`src/hdl/cpr_pkg.sv`:
```
// Shared types and constants for the clock page replacement block.
`timescale 1ns / 1ps
`default_nettype none

package cpr_pkg;

  localparam int PAGE_W   = 20;
  localparam int POS_W    = 4;
  localparam int TOTAL_W  = 32;
  localparam int CFG_W    = 5;

  localparam logic [CFG_W-1:0] CFG_RESET = 5'd16;

  typedef logic [1:0] outcome_t;

  localparam outcome_t OC_HIT  = 2'd0;
  localparam outcome_t OC_FILL = 2'd1;
  localparam outcome_t OC_REPL = 2'd2;
  localparam outcome_t OC_ERR  = 2'd3;

endpackage

`default_nettype wire

```
`src/hdl/cpr_ram.sv`:
```
// Resident page store: one write port, one read port with registered data.
`timescale 1ns / 1ps
`default_nettype none

module cpr_ram #(
  parameter int DEPTH = 16,
  parameter int WIDTH = 20
) (
  input  wire logic                     clk,
  input  wire logic                     wr_en,
  input  wire logic [$clog2(DEPTH)-1:0] wr_addr,
  input  wire logic [WIDTH-1:0]         wr_data,
  input  wire logic [$clog2(DEPTH)-1:0] rd_addr,
  output logic      [WIDTH-1:0]         rd_data
);

  logic [WIDTH-1:0] mem [DEPTH];

  always_ff @(posedge clk) begin
    if (wr_en) begin
      mem[wr_addr] <= wr_data;
    end
  end

  always_ff @(posedge clk) begin
    rd_data <= mem[rd_addr];
  end

endmodule

`default_nettype wire

```
`src/hdl/clock_page_replacement.sv`:
```
// Top level: clock (second-chance) page replacement controller.
// An error result comes straight from idle; otherwise held entries are compared in
// order for a hit, and a miss fills a free entry or scans reference bits for a victim.
// One request at a time; the page store is read one entry per cycle through its
// single read port, and the clock scan tests one reference bit per cycle.
// Synchronous active-low reset clears occupancy, hand, reference bits and count.
// Results are strobed for one cycle; the receiver cannot stall.
`timescale 1ns / 1ps
`default_nettype none

module clock_page_replacement #(
  parameter int FRAMES    = 16,
  parameter int PAGE_BITS = 20
) (
  input  wire logic                          clk,
  input  wire logic                          rst_n,
  input  wire logic                          start,
  output logic                               busy,
  input  wire logic [cpr_pkg::PAGE_W-1:0]    in_page_number,
  output logic                               out_valid,
  output cpr_pkg::outcome_t                  out_outcome,
  output logic      [cpr_pkg::POS_W-1:0]     out_position,
  output logic      [cpr_pkg::PAGE_W-1:0]    out_evicted_page,
  output logic      [cpr_pkg::TOTAL_W-1:0]   out_replacement_total,
  input  wire logic                          cfg_wr_en,
  input  wire logic [cpr_pkg::CFG_W-1:0]     cfg_wr_data
);

  import cpr_pkg::*;

  localparam int IDX_W   = $clog2(FRAMES);
  localparam int OCC_W   = $clog2(FRAMES + 1);
  localparam int LIM_W   = (OCC_W > CFG_W) ? OCC_W : CFG_W;
  localparam int STORE_W = (PAGE_BITS < PAGE_W) ? PAGE_BITS : PAGE_W;

  typedef enum logic [2:0] {
    ST_IDLE,
    ST_LOOK,
    ST_MISS,
    ST_SCAN,
    ST_REPL
  } state_t;

  state_t               state_r, state_nxt;
  logic [CFG_W-1:0]     cfg_r;
  logic [OCC_W-1:0]     occ_r, occ_nxt;
  logic [IDX_W-1:0]     hand_r, hand_nxt;
  logic [IDX_W-1:0]     cmp_r, cmp_nxt;
  logic [IDX_W-1:0]     scan_r, scan_nxt;
  logic [IDX_W-1:0]     vphys_r, vphys_nxt;
  logic [IDX_W-1:0]     vpos_r, vpos_nxt;
  logic [STORE_W-1:0]   page_r, page_nxt;
  logic [TOTAL_W-1:0]   count_r, count_nxt;
  logic [FRAMES-1:0]    ref_r, ref_nxt;

  logic                 out_valid_r, out_valid_nxt;
  outcome_t             outcome_r, outcome_nxt;
  logic [POS_W-1:0]     position_r, position_nxt;
  logic [PAGE_W-1:0]    evicted_r, evicted_nxt;
  logic [TOTAL_W-1:0]   total_r, total_nxt;

  logic                 mem_we;
  logic [IDX_W-1:0]     mem_wa;
  logic [IDX_W-1:0]     mem_ra;
  logic [STORE_W-1:0]   mem_rd;

  logic [LIM_W-1:0]     cfg_ext, limit, occ_ext;
  logic                 bad_limit, has_room;
  logic [IDX_W-1:0]     occ_m1, scan_phys;

  cpr_ram #(
    .DEPTH (FRAMES),
    .WIDTH (STORE_W)
  ) u_ram (
    .clk     (clk),
    .wr_en   (mem_we),
    .wr_addr (mem_wa),
    .wr_data (page_r),
    .rd_addr (mem_ra),
    .rd_data (mem_rd)
  );

  // Fills append at the next free store entry; list position = occ - 1 - store index.
  assign cfg_ext   = LIM_W'(cfg_r);
  assign limit     = (cfg_ext > LIM_W'(FRAMES)) ? LIM_W'(FRAMES) : cfg_ext;
  assign occ_ext   = LIM_W'(occ_r);
  assign bad_limit = (occ_ext > limit) || (limit == '0);
  assign has_room  = occ_ext < limit;
  assign occ_m1    = IDX_W'(occ_r - OCC_W'(1));
  assign scan_phys = occ_m1 - scan_r;

  always_comb begin
    state_nxt     = state_r;
    occ_nxt       = occ_r;
    hand_nxt      = hand_r;
    cmp_nxt       = cmp_r;
    scan_nxt      = scan_r;
    vphys_nxt     = vphys_r;
    vpos_nxt      = vpos_r;
    page_nxt      = page_r;
    count_nxt     = count_r;
    ref_nxt       = ref_r;
    out_valid_nxt = 1'b0;
    outcome_nxt   = outcome_r;
    position_nxt  = position_r;
    evicted_nxt   = evicted_r;
    total_nxt     = total_r;
    mem_we        = 1'b0;
    mem_wa        = vphys_r;
    mem_ra        = '0;

    unique case (state_r)
      ST_IDLE: begin
        if (start) begin
          page_nxt = STORE_W'(in_page_number);
          if (bad_limit) begin
            out_valid_nxt = 1'b1;
            outcome_nxt   = OC_ERR;
            position_nxt  = '0;
            evicted_nxt   = '0;
            total_nxt     = count_r;
          end else if (occ_r == '0) begin
            state_nxt = ST_MISS;
          end else begin
            cmp_nxt   = '0;
            state_nxt = ST_LOOK;
          end
        end
      end

      ST_LOOK: begin
        // read of the next entry is issued while this one is compared
        mem_ra = cmp_r + IDX_W'(1);
        if (mem_rd == page_r) begin
          ref_nxt[cmp_r] = 1'b1;
          if (has_room) begin
            hand_nxt = '0;
          end
          out_valid_nxt = 1'b1;
          outcome_nxt   = OC_HIT;
          position_nxt  = POS_W'(occ_m1 - cmp_r);
          evicted_nxt   = '0;
          total_nxt     = count_r;
          state_nxt     = ST_IDLE;
        end else if (cmp_r == occ_m1) begin
          state_nxt = ST_MISS;
        end else begin
          cmp_nxt = cmp_r + IDX_W'(1);
        end
      end

      ST_MISS: begin
        if (has_room) begin
          mem_we        = 1'b1;
          mem_wa        = IDX_W'(occ_r);
          ref_nxt[IDX_W'(occ_r)] = 1'b0;
          occ_nxt       = occ_r + OCC_W'(1);
          hand_nxt      = '0;
          out_valid_nxt = 1'b1;
          outcome_nxt   = OC_FILL;
          position_nxt  = '0;
          evicted_nxt   = '0;
          total_nxt     = count_r;
          state_nxt     = ST_IDLE;
        end else begin
          scan_nxt  = (OCC_W'(hand_r) < occ_r) ? hand_r : '0;
          state_nxt = ST_SCAN;
        end
      end

      ST_SCAN: begin
        mem_ra = scan_phys;
        if (!ref_r[scan_phys]) begin
          vphys_nxt = scan_phys;
          vpos_nxt  = scan_r;
          state_nxt = ST_REPL;
        end else begin
          ref_nxt[scan_phys] = 1'b0;
          scan_nxt = (scan_r == occ_m1) ? '0 : scan_r + IDX_W'(1);
        end
      end

      ST_REPL: begin
        // victim page arrives from the read issued in the scan
        mem_we        = 1'b1;
        mem_wa        = vphys_r;
        count_nxt     = count_r + TOTAL_W'(1);
        hand_nxt      = (vpos_r == occ_m1) ? '0 : vpos_r + IDX_W'(1);
        out_valid_nxt = 1'b1;
        outcome_nxt   = OC_REPL;
        position_nxt  = POS_W'(vpos_r);
        evicted_nxt   = PAGE_W'(mem_rd);
        total_nxt     = count_r + TOTAL_W'(1);
        state_nxt     = ST_IDLE;
      end

      default: begin
        state_nxt = ST_IDLE;
      end
    endcase
  end

  always_ff @(posedge clk) begin
    if (!rst_n) begin
      state_r     <= ST_IDLE;
      cfg_r       <= CFG_RESET;
      occ_r       <= '0;
      hand_r      <= '0;
      count_r     <= '0;
      ref_r       <= '0;
      out_valid_r <= 1'b0;
    end else begin
      state_r     <= state_nxt;
      occ_r       <= occ_nxt;
      hand_r      <= hand_nxt;
      count_r     <= count_nxt;
      ref_r       <= ref_nxt;
      out_valid_r <= out_valid_nxt;
      if (cfg_wr_en) begin
        cfg_r <= cfg_wr_data;
      end
    end
    cmp_r      <= cmp_nxt;
    scan_r     <= scan_nxt;
    vphys_r    <= vphys_nxt;
    vpos_r     <= vpos_nxt;
    page_r     <= page_nxt;
    outcome_r  <= outcome_nxt;
    position_r <= position_nxt;
    evicted_r  <= evicted_nxt;
    total_r    <= total_nxt;
  end

  assign busy                  = (state_r != ST_IDLE);
  assign out_valid             = out_valid_r;
  assign out_outcome           = outcome_r;
  assign out_position          = position_r;
  assign out_evicted_page      = evicted_r;
  assign out_replacement_total = total_r;

endmodule

`default_nettype wire

```
`config.mk`:
```
export PLATFORM = sky130hd
export DESIGN_NAME = clock_page_replacement
export DESIGN_NICKNAME = d
export VERILOG_FILES = /design/src/hdl/cpr_pkg.sv /design/src/hdl/cpr_ram.sv /design/src/hdl/clock_page_replacement.sv
export SDC_FILE = /design/constraint.sdc
export NUM_CORES = 1
export LEC_CHECK = 0
export ABC_AREA = 1
export BUFFER_PORTS_ARGS = -buffer_cell sky130_fd_sc_hd__buf_2
export CORE_ASPECT_RATIO = 1.2
export CORE_MARGIN = 8
export CORE_UTILIZATION = 47
export CTS_BUF_LIST = sky130_fd_sc_hd__clkbuf_4 sky130_fd_sc_hd__clkbuf_8 sky130_fd_sc_hd__clkbuf_16
export CTS_CLUSTER_SIZE = 28
export DETAILED_ROUTE_END_ITERATION = 6
export GPL_ROUTABILITY_DRIVEN = 0
export PLACE_DENSITY = 0.65
export SLEW_MARGIN = 25
export SYNTH_ARGS = -nofsm -noshare
export SYNTH_HDL_FRONTEND = slang
export SYNTH_SLANG_ARGS = --single-unit
```
`constraint.sdc`:
```
create_clock -name clk -period 3.9 [get_ports clk]
set_input_delay 0.585 -clock clk [delete_from_list [all_inputs] [get_ports clk]]
set_output_delay 0.585 -clock clk [all_outputs]
set_load 0.02 [all_outputs]
```
==> results of run 1 <==
-- registers in the layout, indices dropped and copies added, names as in the netlist --
name / cells
out_evicted_page: 20
state_r: 3
cmp_r: 4
count_r: 32
u_ram.mem: 320
page_r: 20
occ_ext: 5
ref_r: 16
hand_r: 4
vphys_r: 4
out_position: 4
out_valid: 1
out_outcome: 2
out_replacement_total: 32
vpos_r: 4
cfg_ext: 5
scan_r: 4
u_ram.rd_data: 20
-- per-layer routing --
metal	vias to the layer above	global-route usage [%]	wire [µm]
li1	7317	-	-
met1	7485	24.99	22380
met3	122	3.265	2821
met5	-	0	0
met2	484	35.98	27790
met4	0	7.777	2001
-- power groups by stage --
stage | combinational (mW) | clock (mW) | sequential [mW]
after floorplan | 2.60 | 0 | 7.40
after global placement | 4.30 | 0 | 7.20
after detailed placement | 4.38 | 0 | 7.21
after CTS | 4.40 | 4.85 | 7.11
after global routing | 4.84 | 5.03 | 7.16
final | 4.39 | 4.77 | 7.10
-- worst max-delay path, cell delays in order (launching register included) --
cell and delay [ns]:
dfxtp_1 0.47, inv_1 0.17, ha_1 0.42, fa_1 0.74, inv_2 0.20, nand3_1 0.12, nand3_1 0.07, o21ai_0 0.18
nand2_1 0.07, nand2_1 0.13, nand2_1 0.07, nand2_1 0.10, nand3_2 0.29, nand2_1 0.16, a21oi_1 0.08
-- worst paths after layout --
| kind | start | endpoint | depth (start not counted) |
|---|---|---|---|
| max | occ_ext[1] | ref_r[8] | 14 |
| min | in_page_number[10] | page_r[10] | 1 |
| max reg2reg | occ_ext[1] | ref_r[8] | 14 |
| min reg2reg | ref_r[0] | ref_r[0] | 2 |
-- cells by family (layout without fill, tap and decap cells) --
family | after synthesis | count (layout) | share of synthesized area, %
DFF | 500 | 500 | 65.17
and+or+nand+nor | 1024 | 1024 | 20.02
adders and majority gates | 27 | 27 | 1.625
AOI/OAI and AO/OA | 271 | 271 | 7.040
buffers and inverters | 236 | 376 | 4.569
xor gates and xnor gates | 39 | 39 | 1.573
-- final cells by class --
| class | count | share of cell area (%) |
|---|---|---|
| Multi-Input combinational cell | 1361 | 26.84 |
| Inverter | 146 | 2.229 |
| Clock inverter | 30 | 1.226 |
| Tap cell | 616 | 3.121 |
| Clock buffer | 58 | 5.340 |
| Sequential cell | 500 | 57.31 |
| Timing Repair Buffer | 142 | 3.931 |
-- cell usage in the layout (no fill, tap or decap), types with 25 or more instances in the layout --
cell type    n
a21oi_1     50
buf_2       88
buf_4       44
clkbuf_16   49
dfxtp_1     86
edfxtp_1   414
ha_1        25
inv_1      135
nand2_1    424
nand3_1     79
nand4_1     27
nor2_1     338
nor3_1      49
o21ai_0    103
o22ai_1     62
or2_0       46
xor2_1      30
==> metrics.yaml, run 1 <==
status:
  status: "finished clean"
timing:
  timing.final.crit_share_pct: 87.62
  rsz0062_at_grt: "false"
  hold_slack_ns: 0.1816
  drv_slew: 0
  max_slew_margin_pct: 41.42
  finClkSkew_ns: 0.01609
  worst_pin_slew_ns: 0.8777
  fmax_mhz: 292.6
  period_minus_slack_ns: 3.417
  tns_ns: 0
  setup_viol: 0
  setup_ws_ns: 0.4827
  hold_violations: 0
finish:
  multi_input_area_um2: 6629
  filler_cell_count: 3901
  area_growth_pct: 13.72
  fin_area_um2: 24700
  seq_area_um2: 14150
  final_cells: 2853
  drive_above_1_share_pct: 12.07
  diodes: 0
  fin_util_pct: 54.00
  layout.nets: 2254
clock_tree:
  tritoncts: "yes"
  h-tree-depth: 2
  cts.sink_count: 500
  clk_latency_ns: 0.58
  cts_setup_buffers: 0
  cts_hold_buf: 0
  root_buffer: "clkbuf_16"
  path_clk_slew_ns: 0.07
  cts_buffers: 47
  cts_buffer_depth: 3
  cts_resized: 0
yosys:
  synth_top_area_cell: "edfxtp_1"
  yosys_most_used_dff: "edfxtp_1"
  yosys_warnings: 0
  ys_ff_latch: 500
  synth_most_common_cell: "nand2_1"
  ys_async_sr_fraction_pct: 0
  synth_edf_count: 414
  synth_area_um2: 21720
  synthDistinctLibCells: 46
  yosysSeqAreaShare_pct: 65.17
  ys_top_cells_by_area: "edfxtp_1 57%, dfxtp_1 7.9%, nand2_1 7.3%"
  syn-num-nets: 2153
  netlist.area_leader.share_pct: 57.24
  synth_commonest_cells: "424 x nand2_1, 414 x edfxtp_1, 355 x nor2_1"
  synth_cells: 2097
  syn_area_per_cell_um2: 10.36
global_route:
  grt_pass1_vias: 15450
  grt_pass1_wl_um: 85810
  grt_max_degree: 129
  grt-ovfl-total: 0
  grtUsageTotal_pct: 20.45
  antenna_found_initial: 0
pwr:
  p_sw_share_pct: 34.26
  clockPowerShare_pct: 29.3
  p_leak_nw: 9.356
  intPower_mw: 10.70
  total_power_mw: 16.27
  p_sw_mw: 5.575
  combPwrFrac_pct: 27.0
  powerDensity_nw_per_um2: 658.9
  ir_drop_mv: 0.5600
  seq_power_share_pct: 43.7
die:
  core_area_um2: 45730
  die_w_um: 212.2
  ioPinCount: 89
  rows: 86
  start_util_pct: 47.49
  die-area_um2: 53370
  dieHeight_um: 251.5
setup_path:
  arrival_ns: 3.85
  rrSetupSlack_ns: 0.48
  cp_max_fo: 16
  startpoint_type: "register"
  crit_path_end_kind: "register"
  worstSetupPathType: "reg -> reg"
  required_ns: 4.33
job:
  cap_violations: 0
route:
  vias: 15410
  final_antenna_net_count: 0
  drt-total-wl_um: 54990
  drc: 0
  vias_per_cell: 5.401
  routedWlPerCell_um: 19.27
  drt_first_iter_violations: 1206
  first_pass_iters: 6
placed_design:
  dpl_worst_slack_ns: 0.5402
  portBuffers: 88
  dp.cells: 2765
  dpl_cell_area_um2: 23070
  post-dp-hpwl_um: 35240
worst_hold_path:
  hold_class: "in -> reg"
Note: power is estimated with default switching activity, not from simulation.
==> inputs of run 2 (changes only) <==
Settings changed: SYNTH_HIERARCHICAL set to 1.
==> run 2 against run 1 <==
Cell count rose by 9.0%. Critical path depth did not move. Setup slack got worse by 0.21 ns. Via count rose by 4.8%. Register-to-register slack got worse by 0.21 ns. Critical endpoint is now u_ram/mem[11][3].
==> metrics.yaml, run 2 <==
route:
  wl_met2_um: 28650  # +3.1%
  routedWlPerCell_um: 18.36  # -4.7%
  top_layer: "met4"
  wl_met3_um: 3425  # +21%
  drt-total-wl_um: 57100  # +3.8%
  wl_met1_um: 23270  # +4.0%
  drt_first_iter_violations: 1388  # +15%
  first_pass_iters: 6  # unchanged
  final_antenna_net_count: 0  # unchanged
  vias_per_cell: 5.191  # -3.9%
  drc: 0  # unchanged
  vias: 16140  # +4.8%
yosys:
  ys_async_sr_fraction_pct: 0  # unchanged
  netlist.area_leader.share_pct: 54.94  # -2.3 points
  synth_top_area_cell: "edfxtp_1"
  synth_commonest_cells: "635 x nand2_1, 414 x edfxtp_1, 368 x inv_1"
  yosys_warnings: 6  # +6
  synth_area_um2: 22630  # +4.2%
  synth_most_common_cell: "nand2_1"
  synth_edf_count: 414  # unchanged
  syn-num-nets: 2378  # +10%
  yosysSeqAreaShare_pct: 62.55  # -2.6 points
  ys_ff_latch: 500  # unchanged
  synth_cells: 2322  # +11%
  synthDistinctLibCells: 49  # +6.5%
  ys_top_cells_by_area: "edfxtp_1 55%, nand2_1 11%, dfxtp_1 7.6%"
  yosys_most_used_dff: "edfxtp_1"
  syn_area_per_cell_um2: 9.744  # -5.9%
job:
  cap_violations: 0  # unchanged
timing:
  period_minus_slack_ns: 3.626  # +0.2088 ns
  max_slew_margin_pct: 49.37  # +8.0 points
  fmax_mhz: 275.8  # -5.8%
  timing.final.crit_share_pct: 92.98  # +5.4 points
  worst_pin_slew_ns: 0.7499  # -0.1278 ns
  hold_violations: 0  # unchanged
  setup_viol: 0  # unchanged
  tns_ns: 0  # unchanged
  setup_ws_ns: 0.2739  # -0.2088 ns
  finClkSkew_ns: 0.02210  # +0.006011 ns
  hold_slack_ns: 0.1755  # -0.006100 ns
  drv_slew: 0  # unchanged
  rsz0062_at_grt: "false"
finish:
  regMostFlops: "u_ram/mem"
  fin_util_pct: 53.92  # -0.086 points
  layout.nets: 2495  # +11%
  final_cell_mix: "635 x nand2_1, 414 x edfxtp_1, 367 x inv_1"
  largest_reg_flops: 320  # unchanged
  diodes: 0  # unchanged
  layout_commonest_cell: "nand2_1"
  area_growth_pct: 13.87
  drive_above_1_share_pct: 13.31  # +1.2 points
  fin_area_um2: 25760  # +4.3%
setup_path:
  required_ns: 4.15  # -0.18 ns
  cp_max_fo: 20  # +4
  crit_path_start: "cfg_ext[1]"
  arrival_ns: 3.87  # +0.02 ns
  startpoint_type: "register"
  crit_path_end_kind: "register"
  max_stage_delay_ns: 0.39  # -0.35 ns
  regToRegEndpoint: "u_ram/mem[11][3]"
  endpoint: "u_ram/mem[11][3]"
  cp_common_cell: "nand2_1"
  crit_chain: "nor4_1, or2_2, nand2_1, ha_1, nand2_1, nor2_1, nand2_1, o211ai_1, nor2_2, inv_2, o21ai_0, nand3_1, nor2_2, buf_4"
  worstSetupPathType: "reg -> reg"
  r2r_cells: 14  # unchanged
  cpMaxStageDelayCell: "o21ai_0"
  rrSetupSlack_ns: 0.27  # -0.21 ns
  r2r-start: "cfg_ext[1]"
placed_design:
  post-dp-hpwl_um: 37860  # +7.4%
  portBuffers: 88  # unchanged
  dpl_cell_area_um2: 24000  # +4.0%
  dpl_worst_slack_ns: 0.4024  # -0.1379 ns
clock_tree:
  path_clk_slew_ns: 0.06  # about the same
  cts_setup_buffers: 0  # unchanged
  cts.sink_count: 500  # unchanged
  clk_latency_ns: 0.59  # about the same
  cts_buffers: 50  # +6.4%
  h-tree-depth: 2  # unchanged
  cts_hold_buf: 0  # unchanged
  root_buffer: "clkbuf_16"
  tritoncts: "yes"
  cts_buffer_depth: 3  # unchanged
  cts_resized: 0  # unchanged
pwr:
  powerDensity_nw_per_um2: 739.9  # +12%
  p_leak_nw: 10.86  # +16%
  ir_drop_mv: 0.4794  # -14%
status:
  status: "finished clean"
die:
  ioPinCount: 89  # unchanged
  die_w_um: 216.3  # +1.9%
  rows: 88  # +2.3%
  core_area_um2: 47790  # +4.5%
  die-area_um2: 55450  # +3.9%
  start_util_pct: 47.35  # -0.14 points
  dieHeight_um: 256.4  # +1.9%
global_route:
  grt_max_degree: 105  # -19%
  antenna_found_initial: 0  # unchanged
  grt_pass1_wl_um: 88620  # +3.3%
  grt_pass1_vias: 16050  # +3.9%
  grtUsageTotal_pct: 20.23  # -0.21 points
  grt-ovfl-total: 0  # unchanged
worst_hold_path:
  worstHoldStart: "in_page_number[15]"
  hold_class: "in -> reg"
[run 2: cell count changes in the layout (fill, tap and decap cells not counted), moves of 20 or more]
| cell | delta |
|---|---|
| o22ai_1 | -60 |
| o21bai_1 | -21 |
| nor2_1 | -230 |
| inv_1 | +232 |
| or2_0 | -46 |
| o21ai_0 | -58 |
| nand2_1 | +211 |
| nor3_1 | -25 |
| o21ai_1 | -20 |
| nand3_1 | +226 |
[run 2: cell type report]
class                      instances  area [µm²]
clock inverter                    29       386.6
tap                              630       788.3
clock buffer                      64        1380
inverter                         378        1424
fill                            4166       22020
timing repair buffer             154        1011
multi-input combinational       1355        6621
sequential                       500       14150
[run 2: kinds of logic after synthesis]
family	synth area share [%]
xor+xnor	1.664
buf+inv	8.560
fa+ha+maj	1.559
flops	62.55
compound gates	2.748
simple gates	22.92
[run 2: how the worst min path moves through the flow]
stage | cells after the start | slack, ns | to
global route | 1 | 0.14 | page_r[19]
CTS | 1 | 0.14 | page_r[19]
detailed placement | 2 | 0.48 | ref_r[2]
floorplan | 2 | 0.45 | cfg_ext[0]
finish | 1 | 0.18 | page_r[15]
global placement | 2 | 0.47 | ref_r[5]
[run 2: through the flow]
| stage | power, mW | instances |
|---|---|---|
| 3_5_place_dp | 13.94 | 3017 |
| 4_1_cts | 19.10 | 3110 |
| 2_1_floorplan | 11.74 | 2322 |
| 5_1_grt | 19.97 | 3110 |
| 3_3_place_gp | 13.86 | 3017 |
| 6_report | 19.06 | 3110 |
[run 2: report_power, final]
part | switching, mW | internal [mW] | total (mW)
clock network | 2.04 | 3.11 | 5.14
registers | 0.417 | 6.78 | 7.19
logic | 4.81 | 1.91 | 6.72
total | 7.27 | 11.8 | 19.1
[run 2: layer usage]
layer | global-route usage, % | vias up
met4 | 6.657 | 0
met3 | 3.227 | 127
met2 | 35.45 | 542
met5 | 0 | -
met1 | 25.19 | 7689
li1 | - | 7785
[run 2: worst max-delay path, delay by kind of cell, from the launching register on]
| family | cells | cell delay, ns |
|---|---|---|
| buf+inv | 2 | 0.49 |
| simple gates | 9 | 1.60 |
| compound gates | 2 | 0.58 |
| flops | 1 | 0.32 |
| fa+ha+maj | 1 | 0.29 |
